==> config.mk <==
export PLATFORM = sky130hd
export DESIGN_NAME = flv_tag_header_parser_core
export DESIGN_NICKNAME = d
export VERILOG_FILES = /design/src/hw/rtl/flvthp_pkg.sv /design/src/hw/rtl/flvthp_name_match.sv /design/src/hw/rtl/flv_tag_header_parser_core.sv
export SDC_FILE = /design/constraint.sdc
export NUM_CORES = 1
export LEC_CHECK = 0
export ABC_AREA = 1
export BUFFER_PORTS_ARGS = -buffer_cell sky130_fd_sc_hd__buf_4
export CAP_MARGIN = 20
export CORE_ASPECT_RATIO = 1.75
export CORE_MARGIN = 1
export CORE_UTILIZATION = 32
export DETAILED_ROUTE_END_ITERATION = 12
export MAX_ROUTING_LAYER = met4
export PLACE_DENSITY = 0.47
export SETUP_SLACK_MARGIN = 0.1
export SYNTH_ARGS = -nofsm -noshare
export SYNTH_HDL_FRONTEND = slang
export SYNTH_SLANG_ARGS = --single-unit
==> constraint.sdc <==
create_clock -name clk -period 8 [get_ports clk]
set_input_delay 0.8 -clock clk [delete_from_list [all_inputs] [get_ports clk]]
set_output_delay 0.8 -clock clk [all_outputs]
set_load 0.03 [all_outputs]
==> src/hw/rtl/flvthp_pkg.sv <==
// Shared types, record codes and stream constants of the FLV tag header parser.
package flvthp_pkg;

    // Name length at which the matcher stops and clears every candidate scheme.
    localparam logic [4:0] MAX_NAME_BYTES = 5'd16;

    localparam logic [1:0] REC_FILE  = 2'd0;
    localparam logic [1:0] REC_TAG   = 2'd1;
    localparam logic [1:0] REC_ERROR = 2'd2;

    localparam logic [1:0] SCHEME_NONE = 2'd0;
    localparam logic [1:0] SCHEME_ENC  = 2'd1;
    localparam logic [1:0] SCHEME_SE   = 2'd2;
    localparam logic [1:0] MATCH_BOTH  = 2'b11;

    localparam logic [4:0] ENC_NAME_LEN = 5'd10;
    localparam logic [4:0] SE_NAME_LEN  = 5'd2;
    localparam logic [4:0] IV_BYTES     = 5'd16;

    localparam logic [4:0] TYPE_AUDIO  = 5'd8;
    localparam logic [4:0] TYPE_VIDEO  = 5'd9;
    localparam logic [3:0] FORMAT_AAC  = 4'hA;
    localparam logic [3:0] CODEC_AVC   = 4'h7;

    localparam logic [23:0] COUNT_MAX = 24'hFFFFFF;

    typedef struct packed {
        logic [1:0] match;
        logic [4:0] length;
    } name_state_t;

    typedef struct packed {
        logic [1:0]  kind;
        logic [4:0]  tag_code;
        logic        filter;
        logic [23:0] tag_size;
        logic [31:0] timestamp;
        logic [23:0] stream_num;
        logic [7:0]  media_flags;
        logic [7:0]  packet_type;
        logic [23:0] comp_time;
        logic [1:0]  av_present;
        logic [1:0]  filter_scheme;
        logic        au_encrypted;
    } record_t;

    // File signature "FLV".
    function automatic logic [7:0] sig_byte(input logic [1:0] idx);
        logic [7:0] c;
        begin
            case (idx)
                2'd0:    c = 8'h46;
                2'd1:    c = 8'h4C;
                default: c = 8'h56;
            endcase
            return c;
        end
    endfunction

    // Filter name "Encryption".
    function automatic logic [7:0] enc_char(input logic [3:0] idx);
        logic [7:0] c;
        begin
            case (idx)
                4'd0:    c = 8'h45;
                4'd1:    c = 8'h6E;
                4'd2:    c = 8'h63;
                4'd3:    c = 8'h72;
                4'd4:    c = 8'h79;
                4'd5:    c = 8'h70;
                4'd6:    c = 8'h74;
                4'd7:    c = 8'h69;
                4'd8:    c = 8'h6F;
                4'd9:    c = 8'h6E;
                default: c = 8'h00;
            endcase
            return c;
        end
    endfunction

    // Filter name "SE".
    function automatic logic [7:0] se_char(input logic idx);
        return idx ? 8'h45 : 8'h53;
    endfunction

endpackage

==> src/hw/rtl/flvthp_name_match.sv <==
// Filter name matcher: narrows the candidate schemes by one name byte.
module flvthp_name_match
(
    input  flvthp_pkg::name_state_t cur,
    input  logic [7:0]              data_byte,
    output flvthp_pkg::name_state_t nxt
);

    always_comb
    begin
        nxt = cur;
        if (data_byte == 8'h00)
        begin
            // The terminator settles the scheme; only full-length matches count.
            if (cur.match[0] && cur.length == flvthp_pkg::ENC_NAME_LEN)
                nxt.match = flvthp_pkg::SCHEME_ENC;
            else if (cur.match[1] && cur.length == flvthp_pkg::SE_NAME_LEN)
                nxt.match = flvthp_pkg::SCHEME_SE;
            else
                nxt.match = flvthp_pkg::SCHEME_NONE;
        end
        else if (cur.length >= flvthp_pkg::MAX_NAME_BYTES)
        begin
            nxt.match = 2'b00;
        end
        else
        begin
            if (cur.length >= flvthp_pkg::ENC_NAME_LEN
                || data_byte != flvthp_pkg::enc_char(cur.length[3:0]))
                nxt.match[0] = 1'b0;
            if (cur.length >= flvthp_pkg::SE_NAME_LEN
                || data_byte != flvthp_pkg::se_char(cur.length[0]))
                nxt.match[1] = 1'b0;
            nxt.length = cur.length + 5'd1;
        end
    end

endmodule

==> src/hw/rtl/flv_tag_header_parser_core.sv <==
// FLV tag header parser: one stream byte per beat in, header records out.
//
// The input channel (in_valid, in_ready, data_byte) carries an FLV byte
// stream, one byte per beat. The output channel (out_valid, out_ready and
// the record fields) carries at most one record per input byte: a file
// header record after the ninth stream byte, one tag record per tag once
// its header, media subheader and any encryption filter header are parsed,
// or an error record when the "FLV" signature is wrong.
// An accepted byte is held in an input register and is then parsed
// by combinational logic into the state registers and the record register.
// A record is therefore valid once its last byte has passed both registers.
// The block takes one byte every cycle as long as the record register is
// empty or being emptied; a stalled receiver blocks the parse stage, and
// the input register then absorbs one more beat before in_ready drops.
// Reset puts the parser at the first signature byte with all held fields
// cleared and both channels empty. After an error record every later byte
// is accepted and dropped until the next reset.
// Payload bytes after the subheaders are skipped by a down counter loaded
// from data size less subheader bytes; subheaders that overrun it give no skip.
module flv_tag_header_parser_core
(
    input  logic        clk,
    input  logic        rst_n,
    input  logic        in_valid,
    output logic        in_ready,
    input  logic [7:0]  data_byte,
    output logic        out_valid,
    input  logic        out_ready,
    output logic [1:0]  record_kind,
    output logic [4:0]  tag_code,
    output logic        filter,
    output logic [23:0] tag_size,
    output logic [31:0] timestamp,
    output logic [23:0] stream_num,
    output logic [7:0]  media_flags,
    output logic [7:0]  packet_type,
    output logic [23:0] comp_time,
    output logic [1:0]  av_present,
    output logic [1:0]  filter_scheme,
    output logic        au_encrypted
);

    // Parser phases.
    localparam logic [3:0] PH_FILE      = 4'd0;
    localparam logic [3:0] PH_PREV      = 4'd1;
    localparam logic [3:0] PH_TAG       = 4'd2;
    localparam logic [3:0] PH_AUD_FLAGS = 4'd3;
    localparam logic [3:0] PH_AUD_PKT   = 4'd4;
    localparam logic [3:0] PH_VID_FLAGS = 4'd5;
    localparam logic [3:0] PH_VID_PKT   = 4'd6;
    localparam logic [3:0] PH_VID_CT    = 4'd7;
    localparam logic [3:0] PH_F_NUM     = 4'd8;
    localparam logic [3:0] PH_F_NAME    = 4'd9;
    localparam logic [3:0] PH_F_LEN     = 4'd10;
    localparam logic [3:0] PH_F_IV      = 4'd11;
    localparam logic [3:0] PH_SE_FLAGS  = 4'd12;
    localparam logic [3:0] PH_SKIP      = 4'd13;

    // Input register.
    logic       s1_valid_reg, s1_valid_next;
    logic [7:0] s1_byte_reg;

    // Parser state.
    logic [3:0]  phase_reg, phase_next;
    logic [4:0]  byte_idx_reg, byte_idx_next;
    logic [23:0] consumed_reg, consumed_next;
    logic [23:0] skip_reg, skip_next;
    logic [4:0]  held_type_reg, held_type_next;
    logic        held_filter_reg, held_filter_next;
    logic [23:0] held_size_reg, held_size_next;
    logic [31:0] held_time_reg, held_time_next;
    logic [23:0] held_stream_reg, held_stream_next;
    logic [7:0]  held_media_reg, held_media_next;
    logic [7:0]  held_packet_reg, held_packet_next;
    logic [23:0] held_comp_reg, held_comp_next;
    logic        held_au_reg, held_au_next;
    logic        stopped_reg, stopped_next;
    flvthp_pkg::name_state_t name_reg, name_next, name_step;

    // Record register.
    logic                out_valid_reg, out_valid_next;
    flvthp_pkg::record_t rec_reg, rec_next;

    logic        advance;
    logic        emit;
    logic        av_done;
    logic        do_finish;
    logic [7:0]  b;

    // The parse stage moves whenever the record register can take a record.
    assign advance  = !out_valid_reg || out_ready;
    assign in_ready = !s1_valid_reg || advance;
    assign b        = s1_byte_reg;

    flvthp_name_match u_name_match
    (
        .cur       (name_reg),
        .data_byte (s1_byte_reg),
        .nxt       (name_step)
    );

    always_comb
    begin
        phase_next       = phase_reg;
        byte_idx_next    = byte_idx_reg;
        consumed_next    = consumed_reg;
        skip_next        = skip_reg;
        held_type_next   = held_type_reg;
        held_filter_next = held_filter_reg;
        held_size_next   = held_size_reg;
        held_time_next   = held_time_reg;
        held_stream_next = held_stream_reg;
        held_media_next  = held_media_reg;
        held_packet_next = held_packet_reg;
        held_comp_next   = held_comp_reg;
        held_au_next     = held_au_reg;
        stopped_next     = stopped_reg;
        name_next        = name_reg;
        rec_next         = '0;
        emit             = 1'b0;
        av_done          = 1'b0;
        do_finish        = 1'b0;

        if (s1_valid_reg && advance && !stopped_reg)
        begin
            // Subheader bytes are counted against the tag's data size.
            if (phase_reg >= PH_AUD_FLAGS && phase_reg <= PH_SE_FLAGS
                && consumed_reg != flvthp_pkg::COUNT_MAX)
                consumed_next = consumed_reg + 24'd1;

            unique case (phase_reg)
                PH_FILE:
                begin
                    if (byte_idx_reg < 5'd3
                        && b != flvthp_pkg::sig_byte(byte_idx_reg[1:0]))
                    begin
                        rec_next.kind = flvthp_pkg::REC_ERROR;
                        emit          = 1'b1;
                        stopped_next  = 1'b1;
                    end
                    else
                    begin
                        if (byte_idx_reg == 5'd3)
                            held_media_next = b;
                        if (byte_idx_reg == 5'd4)
                            held_packet_next = {6'd0, b[2], b[0]};
                        byte_idx_next = byte_idx_reg + 5'd1;
                        if (byte_idx_reg == 5'd8)
                        begin
                            // The data offset bytes are dropped.
                            rec_next.kind        = flvthp_pkg::REC_FILE;
                            rec_next.media_flags = held_media_next;
                            rec_next.av_present  = held_packet_next[1:0];
                            emit                 = 1'b1;
                            held_media_next      = 8'd0;
                            held_packet_next     = 8'd0;
                            byte_idx_next        = 5'd0;
                            phase_next           = PH_PREV;
                        end
                    end
                end
                PH_PREV:
                begin
                    byte_idx_next = byte_idx_reg + 5'd1;
                    if (byte_idx_reg == 5'd3)
                    begin
                        byte_idx_next = 5'd0;
                        phase_next    = PH_TAG;
                    end
                end
                PH_TAG:
                begin
                    if (byte_idx_reg == 5'd0)
                    begin
                        held_filter_next = b[5];
                        held_type_next   = b[4:0];
                        held_size_next   = 24'd0;
                        held_time_next   = 32'd0;
                        held_stream_next = 24'd0;
                        held_media_next  = 8'd0;
                        held_packet_next = 8'd0;
                        held_comp_next   = 24'd0;
                        held_au_next     = 1'b0;
                        name_next.match  = flvthp_pkg::MATCH_BOTH;
                        name_next.length = 5'd0;
                    end
                    else if (byte_idx_reg <= 5'd3)
                        held_size_next = {held_size_reg[15:0], b};
                    else if (byte_idx_reg <= 5'd6)
                        held_time_next = {8'd0, held_time_reg[15:0], b};
                    else if (byte_idx_reg == 5'd7)
                        held_time_next = {b, held_time_reg[23:0]};
                    else
                        held_stream_next = {held_stream_reg[15:0], b};
                    byte_idx_next = byte_idx_reg + 5'd1;
                    if (byte_idx_reg == 5'd10)
                    begin
                        consumed_next = 24'd0;
                        byte_idx_next = 5'd0;
                        if (held_type_reg == flvthp_pkg::TYPE_AUDIO)
                            phase_next = PH_AUD_FLAGS;
                        else if (held_type_reg == flvthp_pkg::TYPE_VIDEO)
                            phase_next = PH_VID_FLAGS;
                        else
                            av_done = 1'b1;
                    end
                end
                PH_AUD_FLAGS:
                begin
                    held_media_next = b;
                    if (b[7:4] == flvthp_pkg::FORMAT_AAC)
                        phase_next = PH_AUD_PKT;
                    else
                        av_done = 1'b1;
                end
                PH_AUD_PKT:
                begin
                    held_packet_next = b;
                    av_done          = 1'b1;
                end
                PH_VID_FLAGS:
                begin
                    held_media_next = b;
                    if (b[3:0] == flvthp_pkg::CODEC_AVC)
                        phase_next = PH_VID_PKT;
                    else
                        av_done = 1'b1;
                end
                PH_VID_PKT:
                begin
                    held_packet_next = b;
                    byte_idx_next    = 5'd0;
                    phase_next       = PH_VID_CT;
                end
                PH_VID_CT:
                begin
                    held_comp_next = {held_comp_reg[15:0], b};
                    byte_idx_next  = byte_idx_reg + 5'd1;
                    if (byte_idx_reg == 5'd2)
                    begin
                        byte_idx_next = 5'd0;
                        av_done       = 1'b1;
                    end
                end
                PH_F_NUM:
                begin
                    name_next.match  = flvthp_pkg::MATCH_BOTH;
                    name_next.length = 5'd0;
                    phase_next       = PH_F_NAME;
                end
                PH_F_NAME:
                begin
                    name_next = name_step;
                    if (b == 8'h00)
                    begin
                        byte_idx_next = 5'd0;
                        phase_next    = PH_F_LEN;
                    end
                end
                PH_F_LEN:
                begin
                    byte_idx_next = byte_idx_reg + 5'd1;
                    if (byte_idx_reg == 5'd2)
                    begin
                        byte_idx_next = 5'd0;
                        if (name_reg.match == flvthp_pkg::SCHEME_ENC)
                            phase_next = PH_F_IV;
                        else if (name_reg.match == flvthp_pkg::SCHEME_SE)
                            phase_next = PH_SE_FLAGS;
                        else
                            do_finish = 1'b1;
                    end
                end
                PH_SE_FLAGS:
                begin
                    held_au_next  = b[7];
                    byte_idx_next = 5'd0;
                    if (b[7])
                        phase_next = PH_F_IV;
                    else
                        do_finish = 1'b1;
                end
                PH_F_IV:
                begin
                    byte_idx_next = byte_idx_reg + 5'd1;
                    if (byte_idx_next >= flvthp_pkg::IV_BYTES)
                        do_finish = 1'b1;
                end
                PH_SKIP:
                begin
                    if (skip_reg != 24'd0)
                        skip_next = skip_reg - 24'd1;
                    if (skip_reg <= 24'd1)
                    begin
                        byte_idx_next = 5'd0;
                        phase_next    = PH_PREV;
                    end
                end
                default:
                begin
                    byte_idx_next = 5'd0;
                    phase_next    = PH_PREV;
                end
            endcase

            // Media subheader done: go on to the filter header if there is one.
            if (av_done)
            begin
                if (held_filter_next)
                    phase_next = PH_F_NUM;
                else
                    do_finish = 1'b1;
            end

            // Tag complete: emit its record and load the payload skip count.
            if (do_finish)
            begin
                rec_next.kind          = flvthp_pkg::REC_TAG;
                rec_next.tag_code      = held_type_next;
                rec_next.filter        = held_filter_next;
                rec_next.tag_size      = held_size_next;
                rec_next.timestamp     = held_time_next;
                rec_next.stream_num    = held_stream_next;
                rec_next.media_flags   = held_media_next;
                rec_next.packet_type   = held_packet_next;
                rec_next.comp_time     = held_comp_next;
                rec_next.filter_scheme = held_filter_next ? name_next.match
                                                          : flvthp_pkg::SCHEME_NONE;
                rec_next.au_encrypted  = held_au_next;
                emit                   = 1'b1;
                skip_next = (held_size_next > consumed_next)
                          ? held_size_next - consumed_next : 24'd0;
                byte_idx_next = 5'd0;
                phase_next = (skip_next == 24'd0) ? PH_PREV : PH_SKIP;
            end
        end
    end

    always_comb
    begin
        if (in_valid && in_ready)
            s1_valid_next = 1'b1;
        else if (advance)
            s1_valid_next = 1'b0;
        else
            s1_valid_next = s1_valid_reg;

        if (emit)
            out_valid_next = 1'b1;
        else if (out_ready)
            out_valid_next = 1'b0;
        else
            out_valid_next = out_valid_reg;
    end

    always_ff @(posedge clk or negedge rst_n)
    begin
        if (!rst_n)
        begin
            s1_valid_reg    <= 1'b0;
            out_valid_reg   <= 1'b0;
            phase_reg       <= PH_FILE;
            byte_idx_reg    <= 5'd0;
            consumed_reg    <= 24'd0;
            skip_reg        <= 24'd0;
            held_type_reg   <= 5'd0;
            held_filter_reg <= 1'b0;
            held_size_reg   <= 24'd0;
            held_time_reg   <= 32'd0;
            held_stream_reg <= 24'd0;
            held_media_reg  <= 8'd0;
            held_packet_reg <= 8'd0;
            held_comp_reg   <= 24'd0;
            held_au_reg     <= 1'b0;
            stopped_reg     <= 1'b0;
            name_reg.match  <= flvthp_pkg::MATCH_BOTH;
            name_reg.length <= 5'd0;
        end
        else
        begin
            s1_valid_reg    <= s1_valid_next;
            out_valid_reg   <= out_valid_next;
            phase_reg       <= phase_next;
            byte_idx_reg    <= byte_idx_next;
            consumed_reg    <= consumed_next;
            skip_reg        <= skip_next;
            held_type_reg   <= held_type_next;
            held_filter_reg <= held_filter_next;
            held_size_reg   <= held_size_next;
            held_time_reg   <= held_time_next;
            held_stream_reg <= held_stream_next;
            held_media_reg  <= held_media_next;
            held_packet_reg <= held_packet_next;
            held_comp_reg   <= held_comp_next;
            held_au_reg     <= held_au_next;
            stopped_reg     <= stopped_next;
            name_reg        <= name_next;
        end
    end

    // Payload registers: loaded on a beat or a new record only.
    always_ff @(posedge clk)
    begin
        if (in_valid && in_ready)
            s1_byte_reg <= data_byte;
        if (emit)
            rec_reg <= rec_next;
    end

    assign out_valid     = out_valid_reg;
    assign record_kind   = rec_reg.kind;
    assign tag_code      = rec_reg.tag_code;
    assign filter        = rec_reg.filter;
    assign tag_size      = rec_reg.tag_size;
    assign timestamp     = rec_reg.timestamp;
    assign stream_num    = rec_reg.stream_num;
    assign media_flags   = rec_reg.media_flags;
    assign packet_type   = rec_reg.packet_type;
    assign comp_time     = rec_reg.comp_time;
    assign av_present    = rec_reg.av_present;
    assign filter_scheme = rec_reg.filter_scheme;
    assign au_encrypted  = rec_reg.au_encrypted;

endmodule

==> flow_metrics.py, run 1 <==
metrics = {
    "timing": {
        "fin_crit_ns": 5.16,
        "maxSlewViolCount": 0,
        "skew_ns": 0.0219,
        "worst_pin_slew_ns": 0.982,
        "fmax_mhz": 194,
        "setup_violations": 0,
        "tns_ns": 0,
        "timing.slew.headroom_pct": 34.6,
        "fin_crit_sh_pct": 64.5,
        "hold_viol": 0,
        "rsz0062_at_grt": "false",
        "fin_ws_ns": 2.84,
    },
    "logic_synthesis": {
        "synth-seq-cells": 335,
        "ys_seq_area_share_pct": 49.5,
        "yosys-top-cells-area": "dfrtp_1 (26%), edfxtp_1 (23%), nand2_1 (11%)",
        "ys_types": 51,
        "syn_avg_cell_area_um2": 7.93,
        "netlist_instances": 2317,
        "synth_warnings": 0,
        "ys_async_sr_fraction_pct": 57.9,
        "syn_nets": 2369,
        "syn_area_um2": 18400,
        "synth_top_area_share_pct": 26.2,
        "synth-main-ff-cell": "dfrtp_1",
        "synth_edf_count": 141,
        "synth_top_cell_by_area": "dfrtp_1",
    },
    "critical_path": {
        "slowest_delay_ns": 0.51,
        "critical-path-slowest-cell": "fa_1",
        "crit_fanout": 24,
        "cp-start-kind": "flop",
        "cp_common_cell": "nand2_1",
        "crit_type": "flop to flop",
        "path_buf_inv": 6,
        "critPathCaptureType": "flop",
        "required_ns": 8.41,
        "crit_family": "simple AND/OR/NAND/NOR gates",
        "arrival_ns": 5.57,
    },
    "clocking": {
        "cts_setup_buffers": 0,
        "clock-sinks": 335,
        "h-tree-depth": 2,
        "path_clk_slew_ns": 0.06,
        "cts_root_buf": "clkbuf_16",
        "clkLatencyLatePin_ns": 0.55,
        "cts_repair_resize_count": 0,
        "postCtsHoldBufs": 0,
        "cts_buffer_depth": 3,
        "numCtsBuffers": 36,
        "cts_tree": "yes",
    },
    "floorplanning": {
        "boundaryPins": 147,
        "die-area_um2": 58400,
        "die_x_um": 183,
        "initial_core_util_pct": 32.6,
        "coreArea_um2": 56400,
        "fp.dieH_um": 319,
        "num_rows": 115,
    },
    "global_routing": {
        "grt_pass1_wl_mm": 91.3,
        "grt_max_degree": 133,
        "antenna_found_initial": 0,
        "track_usage_pct": 20.9,
        "overflow": 0,
        "first_global_vias": 15700,
    },
    "detailed_routing": {
        "vias": 15700,
        "antenna_left": 0,
        "route.detailed.wl_per_inst_um": 18.3,
        "drt-pass1-iter-count": 5,
        "drt_iter0_drc": 1102,
        "route.detailed.drc": 0,
        "vias_per_cell": 4.88,
        "wirelength_mm": 58.8,
    },
    "placed_design": {
        "dpl.hpwl_mm": 43.5,
        "dpl_cell_area_um2": 20100,
        "io_buffers": 146,
        "pre_cts_slack_ns": 2.91,
        "dp_cells": 3147,
        "gp_congestion": 0.922,
    },
    "cells_and_area": {
        "stdcell_area_um2": 21300,
        "diodes": 0,
        "final_nets": 2477,
        "fin_cells": 3213,
        "drive_gt1_share_pct": 10.4,
        "syn_to_final_growth_pct": 15.9,
    },
    "power_and_ir_drop": {
        "ir_drop_uv": 133,
        "p_leak_nw": 9.44,
        "power_density_nw_per_um2": 165,
    },
    "status": {
        "outcome": "finished clean",
    },
    "job": {
        "drv_cap": 0,
    },
    "min_path": {
        "hold_class": "primary input to asynchronous set/reset pin",
    },
}
-- cells in the mapped netlist (2+ instances only) --
| cell | n |
|---|---|
| nand2_1 | 538 |
| inv_1 | 370 |
| nor2_1 | 274 |
| o21ai_0 | 199 |
| dfrtp_1 | 192 |
| edfxtp_1 | 141 |
| o22ai_1 | 115 |
| nand3_1 | 70 |
| a21oi_1 | 49 |
| ha_1 | 39 |
| clkbuf_1 | 38 |
| nor3_1 | 38 |
| xor2_1 | 36 |
| nand4_1 | 30 |
| buf_2 | 29 |
| o21ai_1 | 21 |
| buf_1 | 14 |
| inv_2 | 14 |
| o211ai_1 | 14 |
| a31oi_1 | 10 |
| nand2_2 | 9 |
| xnor2_1 | 9 |
| o221ai_1 | 8 |
| nand3b_1 | 7 |
| nor4_1 | 6 |
| clkinv_1 | 5 |
| buf_6 | 4 |
| nor2_2 | 4 |
| a21oi_2 | 3 |
| o2111ai_1 | 3 |
| o21a_1 | 3 |
| a22oi_1 | 2 |
| buf_4 | 2 |
| dfstp_2 | 2 |
| nand2_4 | 2 |
| o311ai_0 | 2 |
-- metal layers --
| layer | up-vias | part of all wire (%) | track usage [%] |
|---|---|---|---|
| li1 | 7760 | - | - |
| met3 | 87 | 3.2 | 1.82 |
| met1 | 7469 | 38 | 22.5 |
| met2 | 362 | 55 | 39.4 |
| met5 | - | 0 | - |
| met4 | 0 | 3.4 | 7.46 |
-- layout make-up --
type	count	area, um^2
repair buffers	157	1200
well taps	760	951
fillers	5926	35100
inverters	389	1470
clock buffers	52	1050
flip-flops and latches	335	9090
clock inverters	14	96.3
multi-input cells	1506	7420
-- metrics by stage --
| step | hold slack, ns | total power (W) | util (%) |
|---|---|---|---|
| global placement | 0.458 | 0.00188 | 35.7 |
| detailed placement | 0.471 | 0.00188 | 35.7 |
| CTS | 0.353 | 0.00355 | 37.7 |
| global route | 0.364 | 0.00361 | 37.7 |
| floorplan | 0.428 | 0.00183 | - |
| finish | 0.303 | 0.00350 | 37.7 |
-- power breakdown --
group / switching (W) / leakage (nW) / internal, W
sequential: 0.00000397 / 3.03 / 0.00178
clock: 0.000735 / 0.555 / 0.000925
combinational: 0.0000455 / 5.85 / 0.00000812
total: 0.000785 / 9.44 / 0.00272
-- cells by family after synthesis --
kind of cell	share of synthesized area [%]
compound gates	13.4
flops	49.5
simple gates	22.0
buf+inv	10.1
xor+xnor	2.15
fa+ha+maj	2.77
-- worst paths after layout --
path / start / to / cells past startpoint / slack, ns
worst max-delay path: byte_idx_reg[1] / phase_reg[3] / 27 / 2.84
worst min-delay path: rst_n / skip_reg[9] / 1 / 0.30
worst max register to register: byte_idx_reg[1] / phase_reg[3] / 27 / 2.84
worst min register to register: stopped_reg / stopped_reg / 2 / 0.48
max in group asynchronous: rst_n / consumed_reg[5] / 2 / 6.27
min in group clk: data_byte[5] / b[5] / 1 / 0.45
-- layout by cell type (no fill, tap or decap), types with 6 or more instances in the layout --
cell / n
inv_1: 370
xor2_1: 36
nor3_1: 38
nor4_1: 6
nor2_1: 274
clkbuf_1: 9
edfxtp_1: 141
nand3_1: 69
o211ai_1: 14
clkinv_1: 7
o221ai_1: 8
clkbuf_16: 38
inv_2: 14
clkbuf_8: 6
nand4_1: 30
a21oi_1: 49
nand2_1: 537
buf_4: 154
dfrtp_1: 192
xnor2_1: 9
o21ai_0: 199
nand2_2: 9
ha_1: 39
nand3b_1: 7
a31oi_1: 10
o22ai_1: 115
o21ai_1: 21
No activity file was read; power rests on OpenSTA's default activity.
==> run 2: changes to the inputs <==
--- a/config.mk
+++ b/config.mk
@@ -13,7 +13,7 @@
 export CORE_UTILIZATION = 32
 export DETAILED_ROUTE_END_ITERATION = 12
 export MAX_ROUTING_LAYER = met4
-export PLACE_DENSITY = 0.47
+export PLACE_DENSITY = 0.49
 export SETUP_SLACK_MARGIN = 0.1
 export SYNTH_ARGS = -nofsm -noshare
 export SYNTH_HDL_FRONTEND = slang
==> constraint.sdc (replaced) <==
create_clock -name clk -period 4.65 [get_ports clk]
set_input_delay 0.465 -clock clk [delete_from_list [all_inputs] [get_ports clk]]
set_output_delay 0.465 -clock clk [all_outputs]
set_load 0.03 [all_outputs]
==> flow_metrics.py, run 2 (synthesis results as in run 1) <==
metrics = {
    "job": {
        "drv_cap": 0,
    },
    "timing": {
        "hold_viol": 0,
        "fmax_mhz": 238,
        "fin_crit_ns": 4.21,
        "tns_ns": 0,
        "maxSlewViolCount": 0,
        "timing.slew.headroom_pct": 24.3,
        "fin_crit_sh_pct": 90.5,
        "rsz0062_at_grt": "false",
        "worst_pin_slew_ns": 1.13,
        "setup_violations": 0,
        "skew_ns": 0.0205,
    },
    "detailed_routing": {
        "wl_met1_mm": 21.9,
        "met3_length_mm": 1.91,
        "route.detailed.drc": 0,
        "vias": 16000,
        "route.detailed.wl_per_inst_um": 19.1,
        "drt_iter0_drc": 908,
        "topRoutingLayerUsed": "met4",
        "vias_per_cell": 4.91,
        "antenna_left": 0,
        "met2_length_mm": 33.8,
        "drt-pass1-iter-count": 5,
        "wirelength_mm": 62.1,
    },
    "critical_path": {
        "crit_family": "simple AND/OR/NAND/NOR gates",
        "required_ns": 5.11,
        "critPathCaptureType": "flop",
        "cp-start-kind": "flop",
        "crit_fanout": 11,
        "critical-path-slowest-cell": "dfrtp_1",
        "slowest_delay_ns": 0.48,
        "arrival_ns": 4.67,
        "cp_common_cell": "nand2_1",
        "crit_type": "flop to flop",
        "path_buf_inv": 6,
    },
    "cells_and_area": {
        "drive_gt1_share_pct": 12.4,
        "final_util_pct": 38.5,
        "layout_commonest_cell": "nand2_1",
        "syn_to_final_growth_pct": 18.3,
        "mostFrequentLayoutCells": "nand2_1 (536), inv_1 (369), nor2_1 (268)",
        "final_nets": 2514,
        "diodes": 0,
    },
    "global_routing": {
        "first_global_vias": 16200,
        "grt_max_degree": 174,
        "grt_pass1_wl_mm": 95.0,
        "antenna_found_initial": 0,
        "track_usage_pct": 22.1,
        "overflow": 0,
    },
    "clocking": {
        "path_clk_slew_ns": 0.07,
        "numCtsBuffers": 35,
        "postCtsHoldBufs": 0,
        "clock-sinks": 335,
        "clkLatencyLatePin_ns": 0.54,
        "cts_buffer_depth": 3,
        "h-tree-depth": 2,
        "cts_root_buf": "clkbuf_16",
        "cts_tree": "yes",
    },
    "floorplanning": {
        "die_x_um": 183,
        "boundaryPins": 147,
        "fp.dieH_um": 319,
        "num_rows": 115,
        "coreArea_um2": 56400,
        "die-area_um2": 58400,
        "initial_core_util_pct": 32.6,
    },
    "power_and_ir_drop": {
        "ir_drop_uv": 196,
        "p_leak_nw": 9.62,
        "power_density_nw_per_um2": 275,
    },
    "status": {
        "outcome": "finished clean",
    },
    "min_path": {
        "hold_class": "primary input to asynchronous set/reset pin",
    },
    "placed_design": {
        "gp_congestion": 0.946,
        "dpl.hpwl_mm": 46.6,
        "io_buffers": 146,
    },
}
run 2: cell types whose count changed in the layout (fill, tap and decap cells not counted), moves of 3 or more:
cell / before / now
o22ai_1: 115 / 111
nor2_2: 4 / 10
clkinv_2: 4 / 7
a21oi_1: 49 / 46
buf_12: 1 / 7
nor2_1: 274 / 268
clkbuf_8: 6 / 2
a21oi_2: 3 / 6
o22ai_2: 0 / 4
clkinv_4: 3 / 0
buf_4: 154 / 186
run 2: layout make-up:
class / instances / area, um^2
fillers: 6015 / 34700
flip-flops and latches: 335 / 9090
multi-input cells: 1506 / 7550
repair buffers: 194 / 1550
inverters: 389 / 1470
clock buffers: 49 / 981
well taps: 760 / 951
clock inverters: 14 / 125
repair inverters: 1 / 5.00
run 2: layer usage:
layer  vias up  track usage (%)
met5         -                -
met4         0             14.6
met3       145             2.04
met2       391             40.9
met1      7599             21.7
li1       7823                -
run 2: stage by stage:
step           std cells  setup WS, ns  total power (W)  area [um^2]  hold WS (ns)
5_1_grt             3248         0.106          0.00617        21700        0.0760
4_1_cts             3242         0.154          0.00607        21600        0.0291
6_report            3248         0.443          0.00598        21700        0.0255
3_5_place_dp        3179        0.0669          0.00324        20500         0.471
3_3_place_gp        3179         0.112          0.00324        20500         0.459
2_1_floorplan       2317         0.754          0.00315        18400         0.169
run 2: worst paths after layout:
check / slack (ns) / start / to / depth (start not counted)
max reg2reg: 0.44 / byte_idx_reg[0] / phase_reg[2] / 28
max: 0.44 / byte_idx_reg[0] / phase_reg[2] / 28
min: 0.03 / rst_n / held_size_reg[15] / 1
min in group clk: 0.12 / data_byte[2] / b[2] / 1
max in group asynchronous: 3.59 / rst_n / s1_valid_reg / 2
min reg2reg: 0.48 / stopped_reg / stopped_reg / 2
run 2: power by group:
part	switching, W	internal, W	total (W)
sequential	0.00000826	0.00307	0.00308
clock	0.00121	0.00159	0.00280
combinational	0.0000789	0.0000174	0.0000963
total	0.00130	0.00468	0.00598
run 2: timing repair:
| action | 4_1_cts | 5_1_grt |
|---|---|---|
| endpoints found under the setup margin | 2 | 19 |
| resized for setup | 1 | 24 |
| pin swaps | 0 | 1 |
| buffers inserted | 0 | 5 |
| endpoints found under the hold margin | 0 | 0 |
| gates cloned | 0 | 1 |
==> run 3: changes to the inputs <==
--- a/config.mk
+++ b/config.mk
@@ -10,10 +10,10 @@
 export CAP_MARGIN = 20
 export CORE_ASPECT_RATIO = 1.75
 export CORE_MARGIN = 1
-export CORE_UTILIZATION = 32
+export CORE_UTILIZATION = 50
 export DETAILED_ROUTE_END_ITERATION = 12
 export MAX_ROUTING_LAYER = met4
-export PLACE_DENSITY = 0.49
+export PLACE_DENSITY = 0.7
 export SETUP_SLACK_MARGIN = 0.1
 export SYNTH_ARGS = -nofsm -noshare
 export SYNTH_HDL_FRONTEND = slang
==> flow_metrics.py, run 3 (synthesis results as in run 1) <==
metrics = {
    "clocking": {
        "cts_buffer_depth": 3,
        "clock-sinks": 335,
        "numCtsBuffers": 34,
        "cts_root_buf": "clkbuf_16",
        "clkLatencyLatePin_ns": 0.53,
        "h-tree-depth": 2,
        "cts_tree": "yes",
        "postCtsHoldBufs": 0,
        "path_clk_slew_ns": 0.06,
    },
    "global_routing": {
        "overflow": 0,
        "grt_max_degree": 96,
        "antenna_found_initial": 0,
        "grt_pass1_wl_mm": 85.3,
        "first_global_vias": 16100,
        "track_usage_pct": 30.1,
    },
    "floorplanning": {
        "die_x_um": 147,
        "coreArea_um2": 36100,
        "boundaryPins": 147,
        "die-area_um2": 37500,
        "num_rows": 92,
        "initial_core_util_pct": 50.8,
        "fp.dieH_um": 256,
    },
    "timing": {
        "skew_ns": 0.0230,
        "worst_pin_slew_ns": 0.905,
        "maxSlewViolCount": 0,
        "setup_violations": 0,
        "hold_viol": 0,
        "rsz0062_at_grt": "false",
        "fmax_mhz": 243,
        "fin_crit_ns": 4.11,
        "fin_crit_sh_pct": 88.3,
        "timing.slew.headroom_pct": 39.2,
        "holdWs_ns": 0.0124,
    },
    "detailed_routing": {
        "wirelength_mm": 54.2,
        "vias_per_cell": 5.43,
        "route.detailed.wl_per_inst_um": 18.4,
        "drt-pass1-iter-count": 8,
        "route.detailed.drc": 0,
        "antenna_left": 0,
        "vias": 16000,
        "drt_iter0_drc": 772,
    },
    "critical_path": {
        "crit_fanout": 24,
        "cp_common_cell": "nand2_1",
        "cp-start-kind": "flop",
        "slowest_delay_ns": 0.45,
        "critical-path-slowest-cell": "dfrtp_2",
        "critPathCaptureType": "flop",
        "required_ns": 5.04,
        "arrival_ns": 4.50,
        "crit_type": "flop to flop",
    },
    "cells_and_area": {
        "drive_gt1_share_pct": 11.8,
        "stdcell_area_um2": 21200,
        "mostFrequentLayoutCells": "nand2_1 (535), inv_1 (369), nor2_1 (271)",
        "syn_to_final_growth_pct": 15.2,
        "layout_commonest_cell": "nand2_1",
        "final_util_pct": 58.5,
        "diodes": 0,
        "fin_cells": 2941,
        "final_nets": 2498,
    },
    "power_and_ir_drop": {
        "ir_drop_uv": 200,
        "design_power_total_w": 0.00595,
        "p_leak_nw": 9.55,
        "power_density_nw_per_um2": 281,
    },
    "min_path": {
        "hold_class": "primary input to asynchronous set/reset pin",
    },
    "placed_design": {
        "dp_cells": 2877,
        "io_buffers": 146,
        "dpl.hpwl_mm": 40.4,
        "dpl_cell_area_um2": 19900,
        "gp_congestion": 0.982,
    },
    "job": {
        "drv_cap": 0,
    },
    "status": {
        "outcome": "finished clean",
    },
}
-- run 3: area by class of cell --
cell class                      count  area, um^2
Clock buffer                       48         985
Multi-Input combinational cell   1506        7490
Sequential cell                   335        9090
Timing Repair Buffer              180        1400
Tap cell                          470         588
Fill cell                        3385       15000
Clock inverter                     13         138
Inverter                          389        1470
-- run 3: timing repair --
item,in CTS,in global routing
gates resized for setup,3,17
gates cloned,0,0
setup buffers,0,3
endpoints found under the setup margin,9,15
pin swaps,0,1
-- run 3: critical path: cells and delay by family, from the launching register on --
| kind | cells | cell delay, ns |
|---|---|---|
| simple gates | 16 | 1.60 |
| buf+inv | 8 | 0.96 |
| fa+ha+maj | 3 | 0.77 |
| flops | 1 | 0.45 |
| compound gates | 2 | 0.18 |
-- run 3: routing by layer --
layer / track usage, % / routed length, um
met1: 30.5 / 19300
met3: 3.26 / 2090
met5: - / 0
met2: 54.6 / 29200
met4: 19.0 / 3530
-- run 3: worst paths after layout --
kind | from | to | slack, ns | cells past startpoint
max | byte_idx_reg[1] | phase_reg[2] | 0.54 | 29
min | rst_n | skip_reg[17] | 0.01 | 1
max reg2reg | byte_idx_reg[1] | phase_reg[2] | 0.54 | 29
min reg2reg | stopped_reg | stopped_reg | 0.48 | 2
max in group asynchronous | rst_n | held_stream_reg[13] | 3.41 | 2
min in group clk | data_byte[1] | b[1] | 0.12 | 1
-- run 3: stage by stage --
step	setup WS (ns)	setup TNS [ns]
floorplan	0.754	0
global placement	-0.119	-0.234
detailed placement	-0.0726	-0.135
CTS	0.240	0
global route	0.0935	0
finish	0.542	0
-- run 3: power breakdown --
| group | switching, W | internal (W) | total (W) |
|---|---|---|---|
| logic | 0.0000728 | 0.0000168 | 0.0000896 |
| registers | 0.00000825 | 0.00307 | 0.00308 |
| clock network | 0.00118 | 0.00160 | 0.00278 |
